[config.mk]
export PLATFORM = sky130hd
export DESIGN_NAME = bind_opcode_stream_decoder_unit
export DESIGN_NICKNAME = d
export VERILOG_FILES = /design/src/rtl/bosd_pkg.sv /design/src/rtl/bosd_step.sv /design/src/rtl/bind_opcode_stream_decoder_unit.sv
export SDC_FILE = /design/constraint.sdc
export NUM_CORES = 1
export LEC_CHECK = 0
export BUFFER_PORTS_ARGS = -buffer_cell sky130_fd_sc_hd__buf_2
export CORE_UTILIZATION = 53
export CTS_BUF_LIST = sky130_fd_sc_hd__clkbuf_4 sky130_fd_sc_hd__clkbuf_8
export DETAILED_ROUTE_END_ITERATION = 8
export PLACE_DENSITY_LB_ADDON = 0.3
export SETUP_SLACK_MARGIN = 0.2
export SLEW_MARGIN = 10
export SYNTH_ARGS = -nofsm -noshare
export SYNTH_HDL_FRONTEND = slang
export SYNTH_SLANG_ARGS = --single-unit
[constraint.sdc]
create_clock -name clk_i -period 10.3 [get_ports clk_i]
set_clock_uncertainty 0.05 [all_clocks]
set_input_delay 2.575 -clock clk_i [delete_from_list [all_inputs] [get_ports clk_i]]
set_output_delay 2.575 -clock clk_i [all_outputs]
set_load 0.03 [all_outputs]
[src/rtl/bosd_pkg.sv]
`default_nettype none

package bosd_pkg;

  // Stream and record sizing.
  localparam int unsigned MaxRecords = 8192;
  localparam int unsigned OffsetBits = 24;
  localparam int unsigned RecIdxW    = 13;
  localparam int unsigned RecCntW    = 14;
  localparam int unsigned LebShiftW  = 7;

  // LEB128 operands stop contributing once the shift reaches one word.
  localparam logic [LebShiftW-1:0] LebShiftLimit = 7'd64;
  localparam logic [LebShiftW-1:0] LebShiftStep  = 7'd7;

  // Address stride applied by every bind opcode.
  localparam logic [63:0] BindStride = 64'd8;

  // Decoder phase codes.
  localparam logic [2:0] PhOpcode    = 3'd0;
  localparam logic [2:0] PhDone      = 3'd1;
  localparam logic [2:0] PhOrdLeb    = 3'd2;
  localparam logic [2:0] PhAddendLeb = 3'd3;
  localparam logic [2:0] PhAddrLeb   = 3'd4;
  localparam logic [2:0] PhSkipName  = 3'd5;

  // High-nibble opcodes of the binding stream.
  typedef enum logic [3:0] {
    OpDone       = 4'h0,
    OpSetOrdImm  = 4'h1,
    OpSetOrdUleb = 4'h2,
    OpSetSymbol  = 4'h4,
    OpSetType    = 4'h5,
    OpSetAddend  = 4'h6,
    OpSetAddr    = 4'h7,
    OpBind       = 4'h9
  } opcode_e;

  typedef struct packed {
    logic [2:0]            phase;
    logic [63:0]           leb_acc;
    logic [LebShiftW-1:0]  leb_shift;
    logic [31:0]           ordinal;
    logic [3:0]            bind_kind;
    logic [63:0]           addend;
    logic [63:0]           address;
    logic [OffsetBits-1:0] sym_offset;
    logic                  sym_seen;
    logic [OffsetBits-1:0] byte_pos;
    logic [RecCntW-1:0]    rec_count;
  } state_t;

  typedef struct packed {
    logic [31:0]           ordinal;
    logic [3:0]            bind_kind;
    logic [63:0]           addend;
    logic [63:0]           address;
    logic [OffsetBits-1:0] name_offset;
    logic                  name_valid;
    logic [RecIdxW-1:0]    index;
  } record_t;

endpackage

`default_nettype wire

[src/rtl/bosd_step.sv]
`default_nettype none

module bosd_step (
  input  bosd_pkg::state_t  state_i,
  input  logic [7:0]        data_byte_i,
  input  logic              end_of_stream_i,
  output bosd_pkg::state_t  state_o,
  output logic              emit_o,
  output bosd_pkg::record_t record_o
);
  import bosd_pkg::*;

  logic [63:0]          leb_bits;
  logic [63:0]          leb_acc_new;
  logic [LebShiftW-1:0] leb_shift_new;
  logic [63:0]          sleb_value;

  // Operand byte folded into the accumulator, unless the shift has saturated.
  always_comb begin
    leb_bits      = 64'(data_byte_i[6:0]) << state_i.leb_shift[5:0];
    leb_acc_new   = state_i.leb_acc;
    leb_shift_new = state_i.leb_shift;
    if (state_i.leb_shift < LebShiftLimit) begin
      leb_acc_new   = state_i.leb_acc | leb_bits;
      leb_shift_new = state_i.leb_shift + LebShiftStep;
    end
    sleb_value = leb_acc_new;
    if ((leb_shift_new < LebShiftLimit) && data_byte_i[6]) begin
      sleb_value = leb_acc_new | ({64{1'b1}} << leb_shift_new[5:0]);
    end
  end

  always_comb begin
    state_o = state_i;
    emit_o  = 1'b0;

    record_o.ordinal     = state_i.ordinal;
    record_o.bind_kind   = state_i.bind_kind;
    record_o.addend      = state_i.addend;
    record_o.address     = state_i.address;
    record_o.name_offset = state_i.sym_offset;
    record_o.name_valid  = state_i.sym_seen;
    record_o.index       = state_i.rec_count[RecIdxW-1:0];

    case (state_i.phase)
      PhOpcode: begin
        case (opcode_e'(data_byte_i[7:4]))
          OpDone:       state_o.phase = PhDone;
          OpSetOrdImm:  state_o.ordinal = 32'(data_byte_i[3:0]);
          OpSetOrdUleb: begin
            state_o.leb_acc   = '0;
            state_o.leb_shift = '0;
            state_o.phase     = PhOrdLeb;
          end
          OpSetSymbol: begin
            state_o.sym_offset = state_i.byte_pos + OffsetBits'(1);
            state_o.sym_seen   = 1'b1;
            state_o.phase      = PhSkipName;
          end
          OpSetType:    state_o.bind_kind = data_byte_i[3:0];
          OpSetAddend: begin
            state_o.leb_acc   = '0;
            state_o.leb_shift = '0;
            state_o.phase     = PhAddendLeb;
          end
          OpSetAddr: begin
            state_o.leb_acc   = '0;
            state_o.leb_shift = '0;
            state_o.phase     = PhAddrLeb;
          end
          OpBind: begin
            if (state_i.rec_count < RecCntW'(MaxRecords)) begin
              emit_o            = 1'b1;
              state_o.rec_count = state_i.rec_count + RecCntW'(1);
            end
            state_o.address = state_i.address + BindStride;
          end
          default: ;
        endcase
      end
      PhOrdLeb, PhAddendLeb, PhAddrLeb: begin
        state_o.leb_acc   = leb_acc_new;
        state_o.leb_shift = leb_shift_new;
        if (!data_byte_i[7]) begin
          case (state_i.phase)
            PhOrdLeb:    state_o.ordinal = leb_acc_new[31:0];
            PhAddrLeb:   state_o.address = leb_acc_new;
            default:     state_o.addend  = sleb_value;
          endcase
          state_o.phase = PhOpcode;
        end
      end
      PhSkipName: begin
        if (data_byte_i == 8'h00) begin
          state_o.phase = PhOpcode;
        end
      end
      default: ;
    endcase

    state_o.byte_pos = state_i.byte_pos + OffsetBits'(1);

    // The final byte of a stream returns everything to the reset state.
    if (end_of_stream_i) begin
      state_o       = '0;
      state_o.phase = PhOpcode;
    end
  end

endmodule

`default_nettype wire

[src/rtl/bind_opcode_stream_decoder_unit.sv]
// A bind byte waits in the input register until the result register is free, then its record moves there.
// Throughput: one stream byte per cycle, except while a waiting record stalls the input.
// A waiting record only stalls the input when the next byte would also produce a record.
// Reset (rst_ni low, asynchronous) clears the decoder state, the record count and both valids.
// The byte flagged end_of_stream also returns the decoder state to its reset value.
`default_nettype none

module bind_opcode_stream_decoder_unit (
  input  logic                                clk_i,
  input  logic                                rst_ni,
  input  logic                                in_valid_i,
  output logic                                in_ready_o,
  input  logic [7:0]                          data_byte_i,
  input  logic                                end_of_stream_i,
  output logic                                out_valid_o,
  input  logic                                out_ready_i,
  output logic signed [31:0]                  lib_ordinal_o,
  output logic [3:0]                          bind_kind_o,
  output logic signed [63:0]                  addend_o,
  output logic [63:0]                         bind_address_o,
  output logic [bosd_pkg::OffsetBits-1:0]     name_offset_o,
  output logic                                name_valid_o,
  output logic [bosd_pkg::RecIdxW-1:0]        record_index_o
);
  import bosd_pkg::*;

  // Input register: one request of the byte stream waits here to be decoded.
  logic       in_valid_q;
  logic [7:0] in_byte_q;
  logic       in_eos_q;

  // Decoder state, updated once per decoded byte.
  state_t state_q;
  state_t state_d;

  // Result register holding one finished bind record.
  logic    out_valid_q;
  record_t out_rec_q;

  logic    step_emit;
  record_t step_rec;
  logic    advance;

  bosd_step u_step (
    .state_i         (state_q),
    .data_byte_i     (in_byte_q),
    .end_of_stream_i (in_eos_q),
    .state_o         (state_d),
    .emit_o          (step_emit),
    .record_o        (step_rec)
  );

  // A byte that makes no record can always move on. A byte that makes one
  // needs the result register empty or emptying in this cycle.
  assign advance    = in_valid_q && (!step_emit || !out_valid_q || out_ready_i);
  assign in_ready_o = !in_valid_q || advance;

  always_ff @(posedge clk_i or negedge rst_ni) begin
    if (!rst_ni) begin
      in_valid_q  <= 1'b0;
      out_valid_q <= 1'b0;
      state_q     <= '0;
    end else begin
      if (in_ready_o) begin
        in_valid_q <= in_valid_i;
      end
      if (advance) begin
        state_q <= state_d;
      end
      if (advance && step_emit) begin
        out_valid_q <= 1'b1;
      end else if (out_ready_i) begin
        out_valid_q <= 1'b0;
      end
    end
  end

  // Payload registers carry no reset.
  always_ff @(posedge clk_i) begin
    if (in_valid_i && in_ready_o) begin
      in_byte_q <= data_byte_i;
      in_eos_q  <= end_of_stream_i;
    end
    if (advance && step_emit) begin
      out_rec_q <= step_rec;
    end
  end

  assign out_valid_o       = out_valid_q;
  assign lib_ordinal_o     = out_rec_q.ordinal;
  assign bind_kind_o       = out_rec_q.bind_kind;
  assign addend_o          = out_rec_q.addend;
  assign bind_address_o    = out_rec_q.address;
  assign name_offset_o     = out_rec_q.name_offset;
  assign name_valid_o      = out_rec_q.name_valid;
  assign record_index_o    = out_rec_q.index;

endmodule

`default_nettype wire

* Word-level counts from Yosys, hierarchy flattened
Index checks and enable logic that the tools add are counted.
** Storage, ports and cells
- Register bits :: 514
- Output and inout port bits :: 204
** Operators by class
- $add $sub $neg :: 4
- Magnitude comparators :: 3
- Equality and inequality tests :: 21
- Shift operators :: 2
- Multiplexer cells :: 31
- Bitwise operators :: 2
- Reduce and logical (&&, ||, !) cells :: 33
** Operators with widths (number)
- $mux W64 :: 6
- $mux W301 :: 1
- $pmux W103 S2 :: 1
- $mux W128 :: 1
- $or A64 B64 Y64 :: 2
- $pmux W64 S2 :: 1
- $mux W32 :: 3
- $mux W71 :: 1
- $add A64 B4 Y64 const B :: 1
- $shl A64 B6 Y64 const A :: 1
- $shl A7 B6 Y64 :: 1
- $mux W25 :: 2
- $mux W14 :: 3
- $add A24 B1 Y24 const B :: 1
- $eq A4 B3 Y1 const B :: 4
- $pmux W3 S5 :: 1
- $reduce_and A5 Y1 :: 3
- $add A14 B1 Y14 const B :: 1
- $lt A14 B14 Y1 const B :: 1
- $lt A7 B7 Y1 const B :: 2
- $reduce_bool A2 Y1 :: 7
- $ne A3 B3 Y1 const B :: 4
- $ne A3 B2 Y1 const B :: 3
- $pmux W3 S3 :: 1
- other kinds (24) :: 44

* Longest topological paths before layout
Gate-level depths: netlist (run 1).
- Depth after elaboration :: 10
- Depth in mapped cells :: 11

* Cells and area by module
Synthesis (run 1) repeated with hierarchy kept, for this count alone.
** Unflattened totals
- Cells, all modules :: 3657
- Area total of the unflattened synthesis :: 34896.0 um2
** Modules (own cells, without submodules)
- bind_opcode_stream_decoder_unit :: instances 1, cells each 1929, area each 24379.6 um2, seq. area each 13918.3 um2
- bosd_step :: instances 1, cells each 1728, area each 10516.3 um2, seq. area each 0.0 um2

* Worst setup path after synthesis (run 1)
No wires, ideal clock.
- Path kind :: input to register
- From :: in out_ready_i
- To :: reg out_rec_q (netlist bit addend_o[0]), enable pin
- Setup time :: 0.554 ns
- Arrival :: 6.705 ns
- Data required time :: 9.696 ns
- Path slack :: 2.991 ns
- Stages :: 3
- Buffers on the path :: 0
- Path through :: nand2b_1 -> nand3_1 -> inv_1
** On the way
- Longest elaborated chain between the ends :: 3
** RTL lines
- start, declared :: RTL line bind_opcode_stream_decoder_unit.sv:16 : input logic out_ready_i,
- $logic_or A1 B1 Y1 :: RTL line bind_opcode_stream_decoder_unit.sv:55 : assign advance = in_valid_q && (!step_emit || !out_valid_q || out_ready_i);
- $logic_and A1 B1 Y1 :: RTL line bind_opcode_stream_decoder_unit.sv:55
- $logic_and A1 B1 Y1 :: RTL line bind_opcode_stream_decoder_unit.sv:84 : if (advance && step_emit) begin
- end signal, assigned :: RTL line bind_opcode_stream_decoder_unit.sv:85 : out_rec_q <= step_rec;
- end, declared :: RTL line bind_opcode_stream_decoder_unit.sv:38 : record_t out_rec_q;
No other way between the ends.
A chain may end at the register's enable or synchronous reset.

* Worst setup path after layout (run 1)
- From :: in out_ready_i
- To :: out in_ready_o
** On the way
- Longest elaborated chain between the ends :: 3
** RTL lines
- $logic_or A1 B1 Y1 :: RTL line bind_opcode_stream_decoder_unit.sv:55
- $logic_and A1 B1 Y1 :: RTL line bind_opcode_stream_decoder_unit.sv:55
- $logic_or A1 B1 Y1 :: RTL line bind_opcode_stream_decoder_unit.sv:56 : assign in_ready_o = !in_valid_q || advance;
- end, declared :: RTL line bind_opcode_stream_decoder_unit.sv:12 : output logic in_ready_o,
No other way between the ends.

==> results.md, run 1 <==
- The run finished with clean final reports.
- At the pin with the least slew margin, the transition time is 1.22 ns.
- The number of maximum-capacitance constraint violations is 0.
- The setup slack on the worst flop-to-flop path is 6.34 ns.
- The clock buffer count from CTS is 82.
- The critical path in this run is classified as in -> out.
- The cell count after synthesis came out at 2044.
- The total number of clock tree sinks is 514.
- The die span in y is 209 um.
- The total overflow left after global routing is 0.
- The analysis attributes to net switching a power of 1.25 mW.
- The startpoint of the worst hold path is state_q[192].
- The fraction of power consumed by combinational cells is 0.102.
- The top cell types in the final layout, fill and taps aside, are dfrtp_1 (303), nand2_1 (266), buf_2 (215).
- Summed over all cells, the static leakage comes to 10.5 nW.
- The worst setup path is launched from an input pin.
- The clock group share of total power is 0.404.
- The final cell utilization of the core is 0.617.
- The number of global-route vias before repair is 16700.
- The number of setup buffers added after CTS is 0.
- From synthesis to final layout, the design area changed by 14.6%.
- The routed wire length per instance is 23.2 um.
- The internal portion of the total power is 3.42 mW.
- Of the total power, registers draw 0.494.
- The library cell used most frequently in the layout, excluding fill and tap cells, is dfrtp_1.
- The share of final-layout standard cells stronger than drive strength 1 is 0.194.
- The number of hold violations in the final report came to 0.
- The sequential cell area fraction in the yosys report is 0.615.
- Each instance of the synthesized netlist takes up on average 11.1 um2.
- The floorplan step set the die width to 209 um.
- The count of final max-slew check failures came to 0.
- For the finished layout, the period the worst path requires is 5.99 ns.
- Yosys attributes the largest share of cell area to dfrtp_1 (33%), edfxtp_1 (28%), o21ai_0 (4.7%).
- The worst register-to-register path ends at bind_address_o[19].
- The worst voltage drop across the vdd grid is 0.0940 mV.
- The terminating pin of the worst hold path is bind_kind_o[1].
- After synthesis, the netlist uses 85 different library cells.
- The final non-filler cell total is 2852.
- The half-perimeter wire length of the detailed placement result is 45.5 mm.
- In the routed design, unresolved DRC markers number 0.
- Of all nets on the critical path, the largest fanout is 4.
- The critical path data required time is 7.68 ns.
- The maximum frequency from static timing analysis is 167 MHz.
- The areal power density over the cells is 180 nW/um2.
- The instance area at placement is 24200 um2.
- The boundary pin count is 217.
- Measured in cells, the most critical reg-to-reg path has a length of 5.
- The final wirelength is 66.3 mm.
- The worst hold path depth is 0.
- Of the post-synthesis cell area, the dominant cell type holds 0.335.
- The cell accounting for the most synthesized area is dfrtp_1.
- Detailed routing inserted a total of 17800 vias.
- The largest net degree at the start of global routing is 124.
- The floorplan row count is 75.
- When the netlist entered floorplanning its net count stood at 2061.
- The die area is 43600 um2.
- Setup violations remaining at the end of the flow were counted as 0.
- Hold repair after CTS inserted 0 buffers.
- Once layout is done, the placed cells without fillers occupy 26000 um2.
- The total routing resource utilization after global routing is 0.304.
- The share of flip-flops with an asynchronous set or reset after synthesis is 0.589.
- The fraction of the cycle the final worst path needs is 0.582.
- The detailed-router iteration count before antenna repair is 6.
- The endpoint type of the worst setup path is a primary output.
- The detailed-route vias per instance is 6.23.
- The congestion estimate from routability-driven global placement came to 1.00.
- The most common flop cell mapped by yosys is dfrtp_1.
- The post-placement cell count is 2697.
- After clock tree synthesis, the clock-pin slew on the worst setup and hold paths is 0.06 ns.
- The total number of H-tree levels is 3.
- On the final layout, the worst hold slack is 0.389 ns.
- In this run the critical register-to-register path is launched from in_byte_q[5].
- The clock tree from TritonCTS is done.
- The path category of the worst min-delay check is reg -> reg.
- The number of synthesized flops with an enable pin is 211.
- The post-cts repair resize count is 0.
- The root buffer cell chosen for the clock tree is clkbuf_8.
- Setup repair after global routing left no endpoint under its margin.
- Data on the critical path arrives at its endpoint at 3.37 ns.
- The clock tree buffer depth is 3.
- The clock latency reported for the late side of the worst-skew pair is 0.67 ns.
- The number of antenna violations at the first check in global routing is 0.
- The relative slew slack is 0.179.
- The Yosys step of the flow raised 0 warnings.
- The first-iteration detailed-routing DRC count is 1994.
- Summing every instance area after synthesis gives 22600 um2.
- Once detail routing completed, the nets flagged for antenna violations numbered 0.
- The region available for standard cell placement spans 42000 um2.
- The final setup TNS is 0 ns.
- The effective utilization at floorplan is 0.539.
- Of the total power, the share spent switching nets is 0.267.
- The number of I/O port buffers is 216.
- The post-synthesis register bit count is 514.
- The global-route wire length before repair is 101 mm.
- The net total in the final layout is 2259.
routing by layer:
metal,track usage,vias to the layer above,part of all wire
met2,0.451,788,0.45
met1,0.450,8828,0.44
met5,0,-,0
met3,0.0541,102,0.080
met4,0.111,0,0.027
li1,-,8045,-
worst max-delay path: stages:
cell and delay (ns):
buf_2 0.10, nor2b_1 0.29, nand3_1 0.18, buf_2 0.22
synthesized netlist by cell type (all sizes together) (41+ instances only):
library cell and count:
dfrtp 303, nand2 269, o21ai 216, edfxtp 211, a21oi 120, nor2 108
clkbuf 96, nand3 53, a22o 48, nor3 45, o31ai 44, inv 41
cell families (layout without fill, tap and decap cells):
group | after synthesis | count (layout) | share of synthesized area
compound gates | 626 | 626 | 0.178
fa+ha+maj | 4 | 4 | 0.00221
simple gates | 660 | 660 | 0.143
other cells | 0 | 1 | 0
mux | 36 | 36 | 0.0187
buf+inv | 171 | 439 | 0.0298
flops | 514 | 514 | 0.615
xor+xnor | 33 | 33 | 0.0128
sequential cells by signal, indices dropped and copies added (netlist names):
register / count
state_q: 301
addend_o: 64
bind_address_o: 64
lib_ordinal_o: 32
name_offset_o: 24
record_index_o: 13
in_byte_q: 8
bind_kind_o: 4
in_eos_q: 1
in_valid_q: 1
name_valid_o: 1
out_valid_o: 1
layout make-up:
cell class,count,area (um2)
Antenna cell,1,2.50
Multi-Input combinational cell,1359,8110
Sequential cell,514,13900
Inverter,41,161
Clock buffer,116,1440
Timing Repair Buffer,244,1300
Clock inverter,38,345
Tap cell,539,674
Fill cell,3409,16100
per-stage QoR:
step	power, mW	worst slack, ns
floorplan	2.63	2.99
global placement	2.80	4.37
detailed placement	2.82	4.32
CTS	4.69	4.32
global route	4.83	4.24
finish	4.67	4.31
worst max path at each step:
stage / from / to / slack [ns] / cells after the start
floorplan: out_ready_i / addend_o[0] / 2.99 / 3
global placement: out_ready_i / in_ready_o / 4.37 / 4
detailed placement: out_ready_i / in_ready_o / 4.32 / 4
CTS: out_ready_i / in_ready_o / 4.32 / 4
global route: out_ready_i / in_ready_o / 4.24 / 4
finish: out_ready_i / in_ready_o / 4.31 / 4
power by group through the flow:
stage          registers [mW]  logic (mW)  clock network, mW
4_1_cts                  2.31       0.470               1.91
6_report                 2.31       0.477               1.89
5_1_grt                  2.32       0.513               2.00
3_5_place_dp             2.35       0.468                  0
2_1_floorplan            2.33       0.305                  0
3_3_place_gp             2.34       0.459                  0
Note: power is estimated with default switching activity, not from simulation.
==> run 2: changes to the inputs <==
ABC_AREA = 1   (was not set)
clock period = 5.8 ns   (was 10.3 ns; I/O delays follow)
==> results.md, run 2 <==
- The biggest cell delay along the critical path is 0.83 ns (+0.54 ns).
- The number of buffer and inverter instances along the worst setup path is 3 (+1).
- The share of final-layout standard cells stronger than drive strength 1 is 0.139 (-0.0552).
- Dividing the final minimum period by the clock period gives 0.640.
- The number of I/O port buffers was 216 (unchanged).
- STA classifies the critical path endpoint as a register.
- The x dimension of the die is 213 um (+2.1%).
- The family of cells with the greatest summed delay on the critical path is simple AND/OR/NAND/NOR gates.
- The critical setup path kind is reg -> reg.
- Counting instances in the post-synthesis netlist gives the leading cell types as nand2_1 (882), dfrtp_1 (303), nor2_1 (255).
- The detailed-route vias per instance is 5.62 (-9.7%).
- The die span in y was 213 um (+2.1%).
- The final cell utilization of the core is 0.618 (about the same).
- The post-synthesis register bit count is 514 (unchanged).
- The residual DRC count is 0 (unchanged).
- The depth of the worst register-to-register path is 11 (+6).
- The number of flip-flops under the largest register name is 301 (unchanged).
- The net total in the final layout is 2938 (+30%).
- The largest net degree at the start of global routing is 110 (-11%).
- The clock tree buffer depth is 3 (unchanged).
- The static leakage is 12.0 nW (+14%).
- The number of different library cells in the post-synthesis netlist is 45 (-47%).
- The floorplan core area is 43600 um2 (+3.6%).
- The clock buffer count from CTS is 85 (+3.7%).
- The boundary pin count is 217 (unchanged).
- The share of flip-flops with an asynchronous set or reset after synthesis is 0.589 (unchanged).
- The die area is 45400 um2 (+4.2%).
- The global placement routability congestion is 0.999 (-0.45%).
- The areal power density over the cells came to 364 nW/um2 (+100%).
- The total stage count of the critical path is 11 (+7).
- The final setup TNS is 0 ns (unchanged).
- The post-cts repair resize count was 0 (unchanged).
- The synthesized design spends more area on one cell type than any other, namely dfrtp_1.
- The internal power consumption is 6.55 mW (+91%).
- Among all cell types in the netlist, the one instantiated most often is nand2_1.
- The cell with the biggest individual delay on the critical path is dfrtp_1.
- The worst voltage drop across the vdd grid is 0.339 mV (+260%).
- The final wirelength is 72.1 mm (+8.8%).
- The relative slew slack is 0.301 (+0.122).
- The hold buffer count at CTS is 0 (unchanged).
- The count of final max-slew check failures was 0 (unchanged).
- The signal on the critical path passes through inv_2, nand2_1, nand3_1, nand3_1, inv_1, nand2_1, nor2_1, inv_2, nor2_1, o21ai_0, nand2_1.
- The average cell area after synthesis is 8.73 um2 (-21%).
- The number of warning messages in the yosys log came to 0 (unchanged).
- The half-perimeter wire length of the detailed placement result is 52.8 mm (+16%).
- The fill cell total of the finished layout is 3846 (+13%).
- The clock latency reported for the late side of the worst-skew pair is 0.71 ns (+0.04 ns).
- By instance count, the cell type seen most on the critical path is nand2_1.
- The register bank with the most flops is state_q.
- The post-synthesis cell count is 2706 (+32%).
- Setup repair after global routing left no endpoint under its margin.
- The total number of vias is 20100 (+13%).
- The number of synthesized flops with an enable pin came to 211 (unchanged).
- The post-route antenna net violation count was 0 (unchanged).
- The total routing resource utilization after global routing is 0.323 (+0.0189).
- The global-route wire length before repair was 109 mm (+8.1%).
- The first-iteration detailed-routing DRC count came to 2164 (+8.5%).
- The maximum fanout count along the critical path came to 24 (+20).
- The number of global-route vias before repair is 18300 (+9.9%).
- The area used by multi-input combinational logic was 8430 um2 (+3.9%).
- The critical path data required time is 6.30 ns (-1.38 ns).
- The overflow left after global routing came to 0 (unchanged).
- The final-layout worst hold slack is 0.389 ns (+0.000155 ns).
- The clock group share of total power was 0.345 (-0.059).
- The path category of the worst min-delay check is reg -> reg.
- The launching element type of the critical path is a register.
- Timing would allow up to 269 MHz.
- The fraction of power consumed by combinational cells came to 0.179 (+0.077).
- The effective utilization at floorplan was 0.542 (+0.00354).
- The setup slack of the critical path after layout was 2.09 ns (-2.22 ns).
- By area the synthesized netlist is led by dfrtp_1 (32%), edfxtp_1 (27%), nand2_1 (14%).
- The pre-CTS setup slack is 1.75 ns (-2.58 ns).
- The area occupied by registers is 13900 um2 (unchanged).
- The clock tree from TritonCTS is done.
- The routed wire length per instance is 20.1 um (-13%).
- The flow ran to the end, and the final reports show no timing, DRC or antenna violations.
- The layout overhead on the synthesized area is 13.9%.
- The measured slew at the worst slew-check pin is 1.05 ns (-0.167 ns).
- The root cell of the clock tree is clkbuf_8.
- The total number of H-tree levels is 3 (unchanged).
- The number of maximum-capacitance constraint violations is 0 (unchanged).
- The sequential group share of total power came to 0.476 (-0.018).
- The cell area after technology mapping was 23600 um2 (+4.3%).
- The number of hold violations in the final report is 0 (unchanged).
- The detailed-router iteration count before antenna repair is 8 (+2).
- The final critical delay including setup and external delays is 3.71 ns.
- The sequential cell area fraction in the yosys report was 0.589 (-0.0252).
- The area share of the largest cell type after synthesis came to 0.321 (-0.0137).
- The post-CTS setup buffer count is 0 (unchanged).
- Leaving out fill and tap cells, the most frequent cell in the layout is nand2_1.
- The floorplan row count is 76 (+1.3%).
- The count of endpoints failing setup in the final report is 0 (unchanged).
- The library cells used most frequently in the layout, excluding fill and tap cells, are nand2_1 (882), dfrtp_1 (303), nor2_1 (253).
- The number of antenna violations at the first check in global routing is 4 (+4).
- The critical path arrival was 4.22 ns (+0.85 ns).
- The switching share of power is 0.332 (+0.0652).
- The worst hold path depth is 0 (unchanged).
- The total number of clock tree sinks is 514 (unchanged).
- The most common flop cell mapped by yosys is dfrtp_1.
- The clock transition at the registers of the reported paths is 0.06 ns (about the same).
- The net count after synthesis is 2723 (+32%).
- The switching power is 3.26 mW (+160%).
==> run 2: cell count changes after synthesis, moves of 29 or more <==
cell,before,now
clkbuf_1,95,38
a22o_1,48,0
nand2_1,268,882
o21ai_1,2,31
inv_1,41,186
o31ai_1,44,1
nand3_1,53,215
nor2_1,108,255
o21ai_0,214,246
a21oi_1,120,77
==> run 2: cell families (layout without fill, tap and decap cells) <==
logic type,Yosys count,count (layout),share of synthesized area
AOI/OAI and AO/OA,407,407,0.0915
xor gates and xnor gates,18,18,0.00668
adders and majority gates,4,4,0.00212
buffers and inverters,301,588,0.0541
DFF,514,514,0.589
other,0,3,0
and+or+nand+nor,1462,1462,0.256
==> run 2: power groups by stage <==
| stage | registers (mW) | clock network (mW) | logic (mW) |
|---|---|---|---|
| 3_5_place_dp | 4.71 | 0 | 1.72 |
| 2_1_floorplan | 4.56 | 0 | 1.27 |
| 5_1_grt | 4.70 | 3.60 | 1.95 |
| 6_report | 4.66 | 3.38 | 1.76 |
| 3_3_place_gp | 4.71 | 0 | 1.69 |
| 4_1_cts | 4.65 | 3.44 | 1.72 |
==> run 2: final timing paths <==
check | start | end | slack [ns]
worst max-delay path | state_q[229] | state_q[131] | 2.09
worst min-delay path | state_q[167] | addend_o[40] | 0.39
worst max register to register | state_q[229] | state_q[131] | 2.09
worst min register to register | state_q[167] | addend_o[40] | 0.39
max in group asynchronous | rst_ni | state_q[240] | 3.62
min in group asynchronous | rst_ni | state_q[102] | 0.74
==> run 2: worst register-to-register path, stage by stage, from the launching register on <==
cell	delay, ns
dfrtp_1	0.83
inv_2	0.36
nand2_1	0.24
nand3_1	0.12
nand3_1	0.42
inv_1	0.23
nand2_1	0.62
nor2_1	0.19
inv_2	0.18
nor2_1	0.05
o21ai_0	0.20
nand2_1	0.08
==> run 2: through the flow <==
stage / cells / power (mW) / instance area, um2
after floorplan: 2706 / 5.82 / 23600
after global placement: 3419 / 6.39 / 25100
after detailed placement: 3419 / 6.43 / 25100
after CTS: 3578 / 9.81 / 26900
after global routing: 3579 / 10.3 / 26900
final: 3581 / 9.80 / 26900
==> run 2: layer usage <==
metal | vias up | part of all wire | global-route usage | wire length, um
met5 | - | 0.00046 | 0 | 33
met4 | 4 | 0.033 | 0.123 | 2390
met3 | 166 | 0.080 | 0.0635 | 5800
met2 | 897 | 0.45 | 0.490 | 32500
met1 | 9637 | 0.44 | 0.460 | 31400
li1 | 9435 | - | - | -
==> run 2: layout make-up <==
class                      instances  area share
sequential                       514       0.517
antenna                            3    0.000279
clock inverter                    38      0.0123
clock buffer                     121      0.0556
tap                              585      0.0272
inverter                         198      0.0279
timing repair buffer             231      0.0461
multi-input combinational       1891       0.313
